File: config.mk
export PLATFORM = sky130hd
export DESIGN_NAME = multichannel_biquad_lowpass_core
export DESIGN_NICKNAME = d
export VERILOG_FILES = /design/src/hdl/mbq_pkg.sv /design/src/hdl/mbq_ram.sv /design/src/hdl/mbq_useq.sv /design/src/hdl/mbq_datapath.sv /design/src/hdl/multichannel_biquad_lowpass_core.sv
export SDC_FILE = /design/constraint.sdc
export NUM_CORES = 2
export LEC_CHECK = 0
export BUFFER_PORTS_ARGS = -buffer_cell sky130_fd_sc_hd__buf_2
export CAP_MARGIN = 10
export CORE_MARGIN = 4
export CORE_UTILIZATION = 24
export CTS_CLUSTER_DIAMETER = 50
export DETAILED_ROUTE_END_ITERATION = 10
export GPL_TIMING_DRIVEN = 1
export PLACE_DENSITY = 0.42
export SLEW_MARGIN = 20
export SYNTH_ARGS = -nofsm -noshare
export SYNTH_HDL_FRONTEND = slang
export SYNTH_SLANG_ARGS = --single-unit
File: constraint.sdc
create_clock -name clk_i -period 19.2 [get_ports clk_i]
set_input_delay 2.88 -clock clk_i [delete_from_list [all_inputs] [get_ports clk_i]]
set_output_delay 2.88 -clock clk_i [all_outputs]
set_load 0.01 [all_outputs]
File: src/hdl/mbq_pkg.sv
`timescale 1ns / 1ps
`default_nettype none
// mbq_pkg: types, constants and microcode ROM of the multichannel biquad core.
// Used by mbq_useq, mbq_datapath and multichannel_biquad_lowpass_core.
package mbq_pkg;

  localparam int NumCoefs       = 5;
  localparam int CfgIdxW        = 3;
  localparam int CoefW          = 32;
  localparam int SampleW        = 32;
  localparam int ChanW          = 3;
  localparam int DelayW         = 40;
  localparam int SampleFracBits = 16;
  localparam int CoefFracBits   = 30;
  localparam int PartW          = 21;
  localparam int MulW           = CoefW + PartW;
  localparam int ProdW          = 72;
  localparam int SumW           = 48;
  localparam int StepW          = 5;

  localparam logic signed [DelayW-1:0] DelayReset = 40'sd256 <<< SampleFracBits;
  localparam logic signed [ProdW-1:0]  ProdBias   = 72'sd1 <<< (CoefFracBits - 1);

  typedef enum logic [2:0] {
    IDX_B0 = 3'd0,
    IDX_B1 = 3'd1,
    IDX_B2 = 3'd2,
    IDX_A1 = 3'd3,
    IDX_A2 = 3'd4
  } coef_idx_e;

  typedef enum logic [1:0] {
    HOLD_NONE,
    HOLD_NO_INPUT,
    HOLD_OUT_BUSY
  } hold_e;

  typedef enum logic [1:0] {
    JUMP_NEVER,
    JUMP_ALWAYS,
    JUMP_BAD_CH
  } jump_e;

  typedef enum logic [1:0] {
    OPD_D1,
    OPD_D2,
    OPD_W
  } opd_e;

  typedef enum logic {
    HALF_LO,
    HALF_HI
  } half_e;

  typedef enum logic [1:0] {
    PROD_KEEP,
    PROD_LOAD_LO,
    PROD_ADD_HI
  } prod_e;

  typedef enum logic [1:0] {
    SUM_KEEP,
    SUM_CLEAR,
    SUM_LOAD_X,
    SUM_ADD_TERM
  } sum_e;

  typedef struct packed {
    hold_e            hold;
    jump_e            jump;
    logic [StepW-1:0] target;
    logic             load_d;
    logic             mul_en;
    coef_idx_e        coef_sel;
    opd_e             opd_sel;
    half_e            half;
    prod_e            prod_op;
    sum_e             sum_op;
    logic             w_en;
    logic             state_we;
    logic             out_load;
  } ctrl_t;

  typedef struct packed {
    logic in_valid;
    logic out_busy;
    logic bad_ch;
  } status_t;

  localparam logic [StepW-1:0] StepIdle = 5'd0;
  localparam logic [StepW-1:0] StepOut  = 5'd17;

  localparam ctrl_t CtrlNop = '{
    hold:     HOLD_NONE,
    jump:     JUMP_NEVER,
    target:   StepIdle,
    load_d:   1'b0,
    mul_en:   1'b0,
    coef_sel: IDX_B0,
    opd_sel:  OPD_D1,
    half:     HALF_LO,
    prod_op:  PROD_KEEP,
    sum_op:   SUM_KEEP,
    w_en:     1'b0,
    state_we: 1'b0,
    out_load: 1'b0
  };

  // Ten partial products through one 32x21 multiplier, feedback first.
  function automatic ctrl_t ucode(input logic [StepW-1:0] step);
    ctrl_t c;
    c = CtrlNop;
    unique case (step)
      5'd0: begin
        c.hold = HOLD_NO_INPUT;
      end
      5'd1: begin
        c.load_d = 1'b1;
        c.sum_op = SUM_CLEAR;
        c.jump   = JUMP_BAD_CH;
        c.target = StepOut;
      end
      5'd2: begin
        c.mul_en = 1'b1; c.coef_sel = IDX_A1; c.opd_sel = OPD_D1; c.half = HALF_LO;
        c.sum_op = SUM_LOAD_X;
      end
      5'd3: begin
        c.mul_en = 1'b1; c.coef_sel = IDX_A1; c.opd_sel = OPD_D1; c.half = HALF_HI;
        c.prod_op = PROD_LOAD_LO;
      end
      5'd4: begin
        c.mul_en = 1'b1; c.coef_sel = IDX_A2; c.opd_sel = OPD_D2; c.half = HALF_LO;
        c.prod_op = PROD_ADD_HI;
      end
      5'd5: begin
        c.mul_en = 1'b1; c.coef_sel = IDX_A2; c.opd_sel = OPD_D2; c.half = HALF_HI;
        c.prod_op = PROD_LOAD_LO;
        c.sum_op  = SUM_ADD_TERM;
      end
      5'd6: begin
        c.prod_op = PROD_ADD_HI;
      end
      5'd7: begin
        c.sum_op = SUM_ADD_TERM;
      end
      5'd8: begin
        c.w_en   = 1'b1;
        c.sum_op = SUM_CLEAR;
      end
      5'd9: begin
        c.mul_en = 1'b1; c.coef_sel = IDX_B0; c.opd_sel = OPD_W; c.half = HALF_LO;
        c.state_we = 1'b1;
      end
      5'd10: begin
        c.mul_en = 1'b1; c.coef_sel = IDX_B0; c.opd_sel = OPD_W; c.half = HALF_HI;
        c.prod_op = PROD_LOAD_LO;
      end
      5'd11: begin
        c.mul_en = 1'b1; c.coef_sel = IDX_B1; c.opd_sel = OPD_D1; c.half = HALF_LO;
        c.prod_op = PROD_ADD_HI;
      end
      5'd12: begin
        c.mul_en = 1'b1; c.coef_sel = IDX_B1; c.opd_sel = OPD_D1; c.half = HALF_HI;
        c.prod_op = PROD_LOAD_LO;
        c.sum_op  = SUM_ADD_TERM;
      end
      5'd13: begin
        c.mul_en = 1'b1; c.coef_sel = IDX_B2; c.opd_sel = OPD_D2; c.half = HALF_LO;
        c.prod_op = PROD_ADD_HI;
      end
      5'd14: begin
        c.mul_en = 1'b1; c.coef_sel = IDX_B2; c.opd_sel = OPD_D2; c.half = HALF_HI;
        c.prod_op = PROD_LOAD_LO;
        c.sum_op  = SUM_ADD_TERM;
      end
      5'd15: begin
        c.prod_op = PROD_ADD_HI;
      end
      5'd16: begin
        c.sum_op = SUM_ADD_TERM;
      end
      5'd17: begin
        c.hold     = HOLD_OUT_BUSY;
        c.jump     = JUMP_ALWAYS;
        c.target   = StepIdle;
        c.out_load = 1'b1;
      end
      default: begin
        c.jump   = JUMP_ALWAYS;
        c.target = StepIdle;
      end
    endcase
    return c;
  endfunction

endpackage
`default_nettype wire

File: src/hdl/mbq_ram.sv
`timescale 1ns / 1ps
`default_nettype none
// mbq_ram: generic simple dual-port RAM, one write and one registered read port.
// No dependencies.
module mbq_ram #(
  parameter int WIDTH = 80,
  parameter int DEPTH = 8,
  parameter int AW    = (DEPTH > 1) ? $clog2(DEPTH) : 1
) (
  input  wire logic             clk_i,
  input  wire logic             we_i,
  input  wire logic [AW-1:0]    waddr_i,
  input  wire logic [WIDTH-1:0] wdata_i,
  input  wire logic             re_i,
  input  wire logic [AW-1:0]    raddr_i,
  output logic      [WIDTH-1:0] rdata_o
);

  logic [WIDTH-1:0] mem [DEPTH];

  always_ff @(posedge clk_i) begin
    if (we_i) begin
      mem[waddr_i] <= wdata_i;
    end
    if (re_i) begin
      rdata_o <= mem[raddr_i];
    end
  end

endmodule
`default_nettype wire

File: src/hdl/mbq_useq.sv
`timescale 1ns / 1ps
`default_nettype none
// mbq_useq: step counter and microcode ROM lookup with hold and jump conditions.
// Depends on mbq_pkg.
module mbq_useq
  import mbq_pkg::*;
(
  input  wire logic    clk_i,
  input  wire logic    rst_ni,
  input  wire status_t status_i,
  output ctrl_t        ctrl_o
);

  logic [StepW-1:0] step_q, step_d;
  logic             hold;
  logic             jump;

  assign ctrl_o = ucode(step_q);

  always_comb begin
    unique case (ctrl_o.hold)
      HOLD_NONE:     hold = 1'b0;
      HOLD_NO_INPUT: hold = !status_i.in_valid;
      HOLD_OUT_BUSY: hold = status_i.out_busy;
      default:       hold = 1'b0;
    endcase
    unique case (ctrl_o.jump)
      JUMP_NEVER:  jump = 1'b0;
      JUMP_ALWAYS: jump = 1'b1;
      JUMP_BAD_CH: jump = status_i.bad_ch;
      default:     jump = 1'b0;
    endcase
    priority if (hold) begin
      step_d = step_q;
    end else if (jump) begin
      step_d = ctrl_o.target;
    end else begin
      step_d = step_q + StepW'(1);
    end
  end

  always_ff @(posedge clk_i or negedge rst_ni) begin
    if (!rst_ni) begin
      step_q <= StepIdle;
    end else begin
      step_q <= step_d;
    end
  end

endmodule
`default_nettype wire

File: src/hdl/mbq_datapath.sv
`timescale 1ns / 1ps
`default_nettype none
// mbq_datapath: delay state RAM, shared multiplier, product and sum accumulators,
// saturation and output register. Depends on mbq_pkg and mbq_ram.
module mbq_datapath
  import mbq_pkg::*;
#(
  parameter int CHANNELS = 8
) (
  input  wire logic                      clk_i,
  input  wire logic                      rst_ni,
  input  wire ctrl_t                     ctrl_i,
  input  wire logic signed [CoefW-1:0]   coef_i,
  input  wire logic                      in_valid_i,
  output logic                           in_stall_o,
  input  wire logic        [ChanW-1:0]   channel_i,
  input  wire logic signed [SampleW-1:0] sample_in_i,
  output logic                           out_valid_o,
  input  wire logic                      out_stall_i,
  output logic             [ChanW-1:0]   result_channel_o,
  output logic signed      [SampleW-1:0] filtered_o,
  output status_t                        status_o
);

  localparam int AW = (CHANNELS > 1) ? $clog2(CHANNELS) : 1;

  logic                       accept;
  logic                       bad_ch;
  logic                       out_busy;
  logic                       out_load;
  logic [ChanW-1:0]           ch_q;
  logic signed [SampleW-1:0]  x_q;
  logic signed [DelayW-1:0]   d1_q, d2_q, w_q;
  logic signed [DelayW-1:0]   opd;
  logic signed [PartW-1:0]    part;
  logic signed [MulW-1:0]     mul_q;
  logic signed [ProdW-1:0]    prod_q;
  logic signed [SumW-1:0]     sum_q;
  logic signed [SumW-1:0]     term;
  logic signed [DelayW-1:0]   w_sat;
  logic signed [SampleW-1:0]  y_sat;
  logic [CHANNELS-1:0]        valid_q;
  logic                       rd_valid_q;
  logic [2*DelayW-1:0]        rdata;
  logic [AW-1:0]              raddr;
  logic [AW-1:0]              waddr;
  logic                       out_valid_q;
  logic [ChanW-1:0]           res_ch_q;
  logic signed [SampleW-1:0]  filtered_q;

  assign accept     = (ctrl_i.hold == HOLD_NO_INPUT) && in_valid_i;
  assign in_stall_o = (ctrl_i.hold != HOLD_NO_INPUT);
  assign bad_ch     = (32'(ch_q) >= 32'(CHANNELS));
  assign out_busy   = out_valid_q && out_stall_i;
  assign out_load   = ctrl_i.out_load && !out_busy;
  assign raddr      = AW'(channel_i);
  assign waddr      = AW'(ch_q);

  assign status_o = '{in_valid: in_valid_i, out_busy: out_busy, bad_ch: bad_ch};

  mbq_ram #(
    .WIDTH (2 * DelayW),
    .DEPTH (CHANNELS),
    .AW    (AW)
  ) u_state_ram (
    .clk_i   (clk_i),
    .we_i    (ctrl_i.state_we),
    .waddr_i (waddr),
    .wdata_i ({w_q, d1_q}),
    .re_i    (accept),
    .raddr_i (raddr),
    .rdata_o (rdata)
  );

  // Unwritten channels read as the reset delay value.
  always_ff @(posedge clk_i or negedge rst_ni) begin
    if (!rst_ni) begin
      valid_q    <= '0;
      rd_valid_q <= 1'b0;
    end else begin
      if (ctrl_i.state_we) begin
        valid_q[waddr] <= 1'b1;
      end
      if (accept) begin
        rd_valid_q <= valid_q[raddr];
      end
    end
  end

  always_comb begin
    unique case (ctrl_i.opd_sel)
      OPD_D1:  opd = d1_q;
      OPD_D2:  opd = d2_q;
      OPD_W:   opd = w_q;
      default: opd = d1_q;
    endcase
    unique case (ctrl_i.half)
      HALF_LO: part = {1'b0, opd[19:0]};
      HALF_HI: part = {opd[DelayW-1], opd[DelayW-1:20]};
      default: part = {1'b0, opd[19:0]};
    endcase
  end

  assign term = {{(SumW - (ProdW - CoefFracBits)){prod_q[ProdW-1]}},
                 prod_q[ProdW-1:CoefFracBits]};

  always_comb begin
    if ((&sum_q[SumW-1:DelayW-1]) || !(|sum_q[SumW-1:DelayW-1])) begin
      w_sat = sum_q[DelayW-1:0];
    end else begin
      w_sat = sum_q[SumW-1] ? {1'b1, {(DelayW-1){1'b0}}} : {1'b0, {(DelayW-1){1'b1}}};
    end
    if ((&sum_q[SumW-1:SampleW-1]) || !(|sum_q[SumW-1:SampleW-1])) begin
      y_sat = sum_q[SampleW-1:0];
    end else begin
      y_sat = sum_q[SumW-1] ? {1'b1, {(SampleW-1){1'b0}}} : {1'b0, {(SampleW-1){1'b1}}};
    end
  end

  always_ff @(posedge clk_i) begin
    if (accept) begin
      ch_q <= channel_i;
      x_q  <= sample_in_i;
    end
    if (ctrl_i.load_d) begin
      d1_q <= rd_valid_q ? rdata[2*DelayW-1:DelayW] : DelayReset;
      d2_q <= rd_valid_q ? rdata[DelayW-1:0] : DelayReset;
    end
    if (ctrl_i.mul_en) begin
      mul_q <= MulW'(coef_i) * MulW'(part);
    end
    unique case (ctrl_i.prod_op)
      PROD_KEEP:    prod_q <= prod_q;
      PROD_LOAD_LO: prod_q <= {{(ProdW - MulW){mul_q[MulW-1]}}, mul_q} + ProdBias;
      PROD_ADD_HI:  prod_q <= prod_q + {mul_q[ProdW-21:0], 20'b0};
      default:      prod_q <= prod_q;
    endcase
    unique case (ctrl_i.sum_op)
      SUM_KEEP:     sum_q <= sum_q;
      SUM_CLEAR:    sum_q <= '0;
      SUM_LOAD_X:   sum_q <= {{(SumW - SampleW){x_q[SampleW-1]}}, x_q};
      SUM_ADD_TERM: sum_q <= sum_q + term;
      default:      sum_q <= sum_q;
    endcase
    if (ctrl_i.w_en) begin
      w_q <= w_sat;
    end
    if (out_load) begin
      res_ch_q   <= ch_q;
      filtered_q <= y_sat;
    end
  end

  always_ff @(posedge clk_i or negedge rst_ni) begin
    if (!rst_ni) begin
      out_valid_q <= 1'b0;
    end else if (out_load) begin
      out_valid_q <= 1'b1;
    end else if (out_valid_q && !out_stall_i) begin
      out_valid_q <= 1'b0;
    end
  end

  assign out_valid_o      = out_valid_q;
  assign result_channel_o = res_ch_q;
  assign filtered_o       = filtered_q;

  a_busy_after_accept: assert property (@(posedge clk_i) disable iff (!rst_ni)
    accept |=> in_stall_o)
    else $error("input taken again right after a transfer");

  a_write_valid_ch: assert property (@(posedge clk_i) disable iff (!rst_ni)
    ctrl_i.state_we |-> !bad_ch)
    else $error("delay write for a channel out of range");

  a_write_after_w: assert property (@(posedge clk_i) disable iff (!rst_ni)
    ctrl_i.state_we |-> $past(ctrl_i.w_en))
    else $error("delay write without a fresh w");

  a_bad_ch_zero: assert property (@(posedge clk_i) disable iff (!rst_ni)
    (out_valid_o && (32'(result_channel_o) >= 32'(CHANNELS))) |-> (filtered_o == '0))
    else $error("nonzero result for a channel out of range");

endmodule
`default_nettype wire

File: src/hdl/multichannel_biquad_lowpass_core.sv
`timescale 1ns / 1ps
`default_nettype none
// Multichannel biquad low-pass core, direct form II, per-channel delay state.
// Input channel: in_valid_i / in_stall_o with channel_i and sample_in_i (Q16.16).
// Output channel: out_valid_o / out_stall_i with result_channel_o and filtered_o.
// Coefficient port: cfg_valid_i / cfg_ready_o, cfg_index_i selects b0, b1, b2, a1, a2
// (Q2.30, a1 and a2 stored negated); write only while no sample is in flight.
// A microcoded sequencer drives one 32x21 multiplier that forms ten partial
// products per sample; the input is taken in the idle step and the result
// register loads in the output step. A channel at or above CHANNELS skips the
// multiply steps and returns zero without touching state.
// Reset loads the default coefficients and marks every channel's delays as
// 256.0; there is no clearing pass. A result waits in the output register while
// the receiver stalls; the next sample is still taken and runs until its own
// result is ready, then holds there until the register frees.
// Depends on mbq_pkg, mbq_useq, mbq_datapath and mbq_ram.
module multichannel_biquad_lowpass_core
  import mbq_pkg::*;
#(
  parameter int CHANNELS = 8
) (
  input  wire logic                      clk_i,
  input  wire logic                      rst_ni,
  input  wire logic                      in_valid_i,
  output logic                           in_stall_o,
  input  wire logic        [ChanW-1:0]   channel_i,
  input  wire logic signed [SampleW-1:0] sample_in_i,
  output logic                           out_valid_o,
  input  wire logic                      out_stall_i,
  output logic             [ChanW-1:0]   result_channel_o,
  output logic signed      [SampleW-1:0] filtered_o,
  input  wire logic                      cfg_valid_i,
  output logic                           cfg_ready_o,
  input  wire logic        [CfgIdxW-1:0] cfg_index_i,
  input  wire logic        [CoefW-1:0]   cfg_data_i
);

  ctrl_t                    ctrl;
  status_t                  status;
  logic signed [CoefW-1:0]  coef_q [NumCoefs];
  logic signed [CoefW-1:0]  coef_sel;

  assign cfg_ready_o = 1'b1;
  assign coef_sel    = coef_q[ctrl.coef_sel];

  always_ff @(posedge clk_i or negedge rst_ni) begin
    if (!rst_ni) begin
      coef_q[IDX_B0] <= 32'sd5494000;
      coef_q[IDX_B1] <= 32'sd10988000;
      coef_q[IDX_B2] <= 32'sd5494000;
      coef_q[IDX_A1] <= 32'sd1733868000;
      coef_q[IDX_A2] <= -32'sd682107000;
    end else if (cfg_valid_i && cfg_ready_o && (32'(cfg_index_i) < NumCoefs)) begin
      coef_q[cfg_index_i] <= cfg_data_i;
    end
  end

  mbq_useq u_useq (
    .clk_i    (clk_i),
    .rst_ni   (rst_ni),
    .status_i (status),
    .ctrl_o   (ctrl)
  );

  mbq_datapath #(
    .CHANNELS (CHANNELS)
  ) u_datapath (
    .clk_i            (clk_i),
    .rst_ni           (rst_ni),
    .ctrl_i           (ctrl),
    .coef_i           (coef_sel),
    .in_valid_i       (in_valid_i),
    .in_stall_o       (in_stall_o),
    .channel_i        (channel_i),
    .sample_in_i      (sample_in_i),
    .out_valid_o      (out_valid_o),
    .out_stall_i      (out_stall_i),
    .result_channel_o (result_channel_o),
    .filtered_o       (filtered_o),
    .status_o         (status)
  );

endmodule
`default_nettype wire
# Word-level counts from Yosys, hierarchy flattened

Memories as Yosys holds them, arrays and structs flattened. A register that Yosys moved wholly into a read port is not among the register bits.
Index checks and enable logic that the tools add are counted.

Bits in writable memories: 640
Bits of input ports: 75
Memories kept: 1
Output and inout port bits: 38
Bits in registers: 538
Word-level logic and storage cells: 125

Equal/unequal tests: 28
Reductions and logical operators: 27
Mux-type cells: 34
Multiply operators: 1
$add $sub $neg: 4
Bitwise gates (word level): 4
$lt $le $gt $ge: 7

Memory list:

| memory                     | depth | width | read ports | clocked after memory_dff | write ports | line          | source |
|---|---|---|---|---|---|---|---|
| u_datapath.u_state_ram.mem | 8     | 80    | 1          | 1                        | 1           | mbq_ram.sv:19 | `logic [WIDTH-1:0] mem [DEPTH];` |

Operators with widths:

| operator                 | count |
|---|---|
| $bwmux W160              | 1 |
| $mux W32                 | 5 |
| $pmux W48 S3             | 1 |
| $pmux W72 S2             | 1 |
| $bmux W32 S3             | 1 |
| $demux W32 S3            | 1 |
| $mux W40                 | 2 |
| $pmux W40 S2             | 1 |
| $add A72 B72 Y72         | 1 |
| $pmux W7 S10             | 1 |
| $add A53 B31 Y54 const B | 1 |
| $mul A32 B21 Y53         | 1 |
| $add A48 B42 Y48         | 1 |
| $pmux W21 S2             | 1 |
| $eq A5 B4 Y1 const B     | 8 |
| $eq A5 B3 Y1 const B     | 4 |
| $reduce_and A17 Y1       | 1 |
| $reduce_or A17 Y1        | 1 |
| $reduce_or A16 Y1        | 1 |
| $reduce_or A5 Y1         | 3 |
| $pmux W7 S2              | 1 |
| $mux W1                  | 11 |
| $eq A2 B1 Y1 const B     | 5 |
| $eq A2 B2 Y1 const B     | 5 |
| 28 further kinds         | 46 |

# Longest topological paths before layout

Word-level depth: 7
Mapped depth: 42
Gate-level depth less buffers: 38

# Hierarchy

A second synthesis with hierarchy kept.

Cells, all modules: 5979
Area total of the unflattened synthesis: 77824.6 µm²

Modules (own cells, without submodules):

| module                           | area an instance (µm²) | cells an instance | instances | seq. area each (µm²) |
|---|---|---|---|---|
| mbq_datapath                     | 43332.8                | 4373              | 1         | 10550.1 |
| mbq_ram                          | 26455.4                | 1018              | 1         | 21620.7 |
| multichannel_biquad_lowpass_core | 7290.7                 | 494               | 1         | 4093.9 |
| mbq_useq                         | 745.7                  | 94                | 1         | 125.1 |

# Worst setup path before layout

OpenSTA, ideal clock, no wires.

Path type: reg-to-reg
From: register u_useq.step_q[3]
To: register u_datapath.mul_q[52], data pin
Path buffers: 5
Path slack: 9.672 ns
Library setup time: 0.260 ns
Stages on the path, launching flop included: 35
Data required time: 18.940 ns
Data arrival time: 9.268 ns
Period minus slack after synthesis: 9.528 ns
Cell sequence: dfrtp_1 clkbuf_1 clkbuf_1 nand2b_1 or3_1 ha_1 clkbuf_1 buf_1 nor3_1 a21oi_1 clkbuf_1 nor2_1 fa_1 fa_1 inv_1 fa_1 inv_1 fa_1 fa_1 fa_1 inv_1 fa_1 inv_1 ha_1 a21o_1 a21o_1 a21o_1 a211oi_1 o21ai_0 a2111oi_0 o31a_1 o21a_1 o21ai_0 a21oi_1 xnor2_1

Longest elaborated chain between the ends: 7
Elaborated cells on any way between the ends: 21
Those cells by class: mul: 1; eq/ne: 12; mux: 6; bitwise: 2

Ends and longest elaborated chain:

| element                                      | line                                   | source |
|---|---|---|
| start: declaration                           | mbq_useq.sv:14                         | `logic [StepW-1:0] step_q, step_d;` |
| start signal: assignment                     | mbq_useq.sv:44                         | `step_q <= StepIdle;` |
| start signal: assignment                     | mbq_useq.sv:46                         | `step_q <= step_d;` |
| $eq A5 B4 Y1 (tied with other cells)         | mbq_pkg.sv:113                         | `unique case (step)` |
| $pmux W7 S10 (*)                             | mbq_pkg.sv:113                         |  |
| $not A3 Y4 (implied by the code)             | multichannel_biquad_lowpass_core.sv:44 | `assign coef_sel = coef_q[ctrl.coef_sel];` |
| $bmux W32 S3                                 | multichannel_biquad_lowpass_core.sv:44 |  |
| $mux W32 (implied by the code) (2 in series) | multichannel_biquad_lowpass_core.sv:44 |  |
| $mul A32 B21 Y53 (*)                         | mbq_datapath.sv:130                    | `mul_q <= MulW'(coef_i) * MulW'(part);` |
| end signal: assignment                       | mbq_datapath.sv:130                    |  |
| end: declaration                             | mbq_datapath.sv:36                     | `logic signed [MulW-1:0] mul_q;` |

Mark *: on every way between the ends. The rest lies on a longest branch, timed or not. The select of a mux whose other input is x is not followed.
A chain may end at the register's enable or synchronous reset.

# Worst setup path after layout

Same ends and word-level chain as after synthesis.

==> impl_results.md <==
- Clk buf depth: 4
- CP max FO: 33
- Hold depth: 1
- Final setup fails: 0
- CTS Buf Count: 168
- NumNets Final: 6,966
- Slew headroom: 0.2193
- Antenna cells: 0
- Worst Skew: 0.08716 ns
- Cell Count, Final, Fillers Out: 10,270
- Commonest non-fill, non-tap cells in the layout: edfxtp_1 (1,063), inv_1 (815), fa_1 (670), nand2_1 (533), nor2_1 (362)
- Sequential share of the synthesized area: 0.4759
- Crit start category: flip-flop
- Worst Path Arrival: 11.93 ns
- Cell variety after synth: 80
- GRT Total Usage: 0.1393
- Most used DFF post-synth: edfxtp_1
- Reg2Reg Depth: 30
- Layout cells sized above 1: 0.1820
- CP bufs+invs: 4
- Reg2Reg Capture Point: u_datapath.mul_q[52]
- Commonest non-fill, non-tap cell in the layout: edfxtp_1
- First-pass GRT wire length: 340,200 µm
- Area of the mapped netlist: 76,470 µm²
- DP Cell Count: 9,970
- Area Growth Syn to Fin: 14.64%
- Core ar.: 316,000 µm²
- Fill count: 32,390
- Max Clk Rate: 87.75 MHz
- Worst skew pair latency: 0.83 ns
- Initial DRC Count: 3,034
- Clock sink count: 1,238
- Final Max Slew Viols: 0
- Initial antenna violation count: 29
- Input/output buffers: 111
- # H-tree levels: 4
- Worst-path clk slew: 0.05 ns
- Number of global-route vias before repair: 50,080
- Syn Area/Cell: 13.07 µm²
- Slew of the pin with the lowest slew margin: 1.147 ns
- Hold Fails Final Rpt: 0
- Root Buffer: clkbuf_16
- Number of enable flip-flop cells after synthesis: 1,063
- Worst R2R Setup Slack: 7.80 ns
- RePlAce Congestion: 0.8184
- Placed cell areas: 82,320 µm²
- #FFs+latches synth: 1,238
- Die footprint: 327,700 µm²
- Routed Wire Length: 229,500 µm
- CTS tree: built
- ANT nets after route: 0
- CP required: 19.74 ns
- Quantity of gates resized following cts: 0
- Initial core utilization: 0.2420
- CP max stage cell: dfrtp_1
- Boundary pin count: 113
- Worst Path Class, Setup: flip-flop to flip-flop
- # Max-Cap Violations: 0
- Syn_nets: 6,838
- Post-Syn Instances: 5,853
- Rows: 206
- Via-to-Cell Ratio: 4.502
- Hold Path Sink: u_datapath.valid_q[5]
- Die Y: 572.5 µm
- Fin crit share: 0.5935
- Largest delay share family, worst path: adder cells
- Largest stage delay on the critical path: 0.74 ns
- Register area: 36,390 µm²
- FF-to-FF Start: u_useq.step_q[3]
- Drt drc: 0
- Routed length per instance: 22.36 µm
- Non-Filler Cell Area, Final: 87,670 µm²
- RSZ-0062 raised after global routing: no
- Area of the multi-input gates: 36,350 µm²
- Synthesis Warnings: 0
- Hold_buf cts: 0
- Post-synthesis async set-or-reset flop share: 0.1414
- Crit. End Element: flip-flop
- Vias: 46,220
- Die X: 572.5 µm
- Initial DRT Pass Iterations: 5
- DP HPWL: 158,700 µm
- Worst Hold Class: flip-flop to flip-flop
- Largest net degree at the start of global routing: 114
- Hold wc startpoint: u_datapath.valid_q[5]
- Min Clock Period, post-route: 11.40 ns
- Status: completed
- Gr ovfl total: 0
- Setup Total Neg Slack: 0 ns
- Most used cell along the critical path: fa_1
- Setup Buffers After CTS: 0
[cells by family (layout without fill, tap and decap cells)]
kind of cell	count (synthesis)	count (layout)	share of synthesized area
XOR/XNOR	171	171	0.01958
buffers and inverters	1067	1319	0.05267
adder cells (fa/ha/maj)	910	910	0.2147
multiplexers	543	543	0.1089
flip-flops	1238	1238	0.4759
AND/OR/NAND/NOR	1288	1288	0.07552
other	1	1	0.00004904
AO/OA/AOI/OAI	635	635	0.05272
[worst max-delay path by stage]
stage                                 from              endpoint  slack (ns)  cells past startpoint
after global placement    u_useq.step_q[3]  u_datapath.mul_q[52]        7.90                     30
after floorplan           u_useq.step_q[3]  u_datapath.mul_q[52]        9.67                     34
after detailed placement  u_useq.step_q[3]  u_datapath.mul_q[52]        7.82                     30
final                     u_useq.step_q[3]  u_datapath.mul_q[52]        7.80                     30
after CTS                 u_useq.step_q[3]  u_datapath.mul_q[52]        7.79                     30
after global routing      u_useq.step_q[3]  u_datapath.mul_q[52]        7.33                     30
[synth_stat cells (all sizes together) (4+ instances only)]
master | instances | share of area
inv | 817 | 0.040
o21a | 16 | 0.0016
nand4 | 22 | 0.0018
a221oi | 14 | 0.0016
a21boi | 5 | 0.00049
o21bai | 20 | 0.0020
buf | 28 | 0.0017
nor3b | 6 | 0.00059
clkbuf | 221 | 0.011
dfrtp | 103 | 0.034
or2 | 20 | 0.0016
and2 | 124 | 0.010
mux2 | 284 | 0.042
a22o | 22 | 0.0025
a211o | 5 | 0.00057
fa | 670 | 0.18
xor2 | 59 | 0.0068
mux2i | 56 | 0.0073
a21oi | 157 | 0.010
a21o | 103 | 0.010
nand2 | 534 | 0.026
and4 | 4 | 0.00046
o31ai | 10 | 0.00098
ha | 240 | 0.039
o21ai | 193 | 0.013
nand2b | 49 | 0.0040
xnor2 | 112 | 0.013
nor4 | 6 | 0.00049
nor2b | 39 | 0.0032
nand3 | 42 | 0.0027
a31o | 8 | 0.00092
or3 | 10 | 0.00082
o311ai | 4 | 0.00046
nand3b | 5 | 0.00049
nor2 | 369 | 0.018
edfxtp | 1063 | 0.42
a211oi | 22 | 0.0022
and3 | 25 | 0.0022
mux4 | 203 | 0.060
a31oi | 13 | 0.0011
a221o | 14 | 0.0018
dfstp | 72 | 0.025
nor3 | 25 | 0.0017
[area by class of cell]
type	instances	share of cell area
flip-flops and latches	1238	0.4151
clock buffers	192	0.04990
multi-input cells	3548	0.4146
inverters	818	0.03502
repair buffers	207	0.01516
well taps	4160	0.05937
clock inverters	102	0.01082
[state kept, by name, indices dropped and copies added (netlist names)]
signal	flops
u_datapath.mul_q	53
u_datapath.u_state_ram.mem	640
u_datapath.x_q	32
u_useq.step_q	5
u_datapath.ch_q	3
u_datapath.sum_q	48
u_datapath.w_q	40
u_datapath.u_state_ram.rdata_o	80
u_datapath.valid_q	8
u_datapath.out_valid_o	1
u_datapath.d2_q	40
u_datapath.d1_q	40
u_datapath.filtered_o	32
u_datapath.rd_valid_q	1
u_datapath.result_channel_o	3
u_datapath.prod_q	52
coef_q	160
[per-layer routing]
metal	up-vias	part of all wire	wire length, µm	track usage
met5	-	0	0	0
met4	0	0.021	4817	0.02872
met3	326	0.039	9026	0.01725
met2	1029	0.50	114200	0.2412
met1	24550	0.44	101500	0.1868
li1	20310	-	-	-
[stage by stage]
stage / hold WS (ns) / worst slack, ns / utilization
6_report: 0.4603 / 7.804 / 0.2774
5_1_grt: 0.4751 / 7.328 / 0.2774
4_1_cts: 0.4662 / 7.789 / 0.2774
3_5_place_dp: 0.4531 / 7.822 / 0.2605
3_3_place_gp: 0.4482 / 7.895 / 0.2605
2_1_floorplan: 0.4337 / 9.672 / -
Power is not shown: default switching activity piles up to over one toggle a cycle in this logic, so the estimate is an artifact.
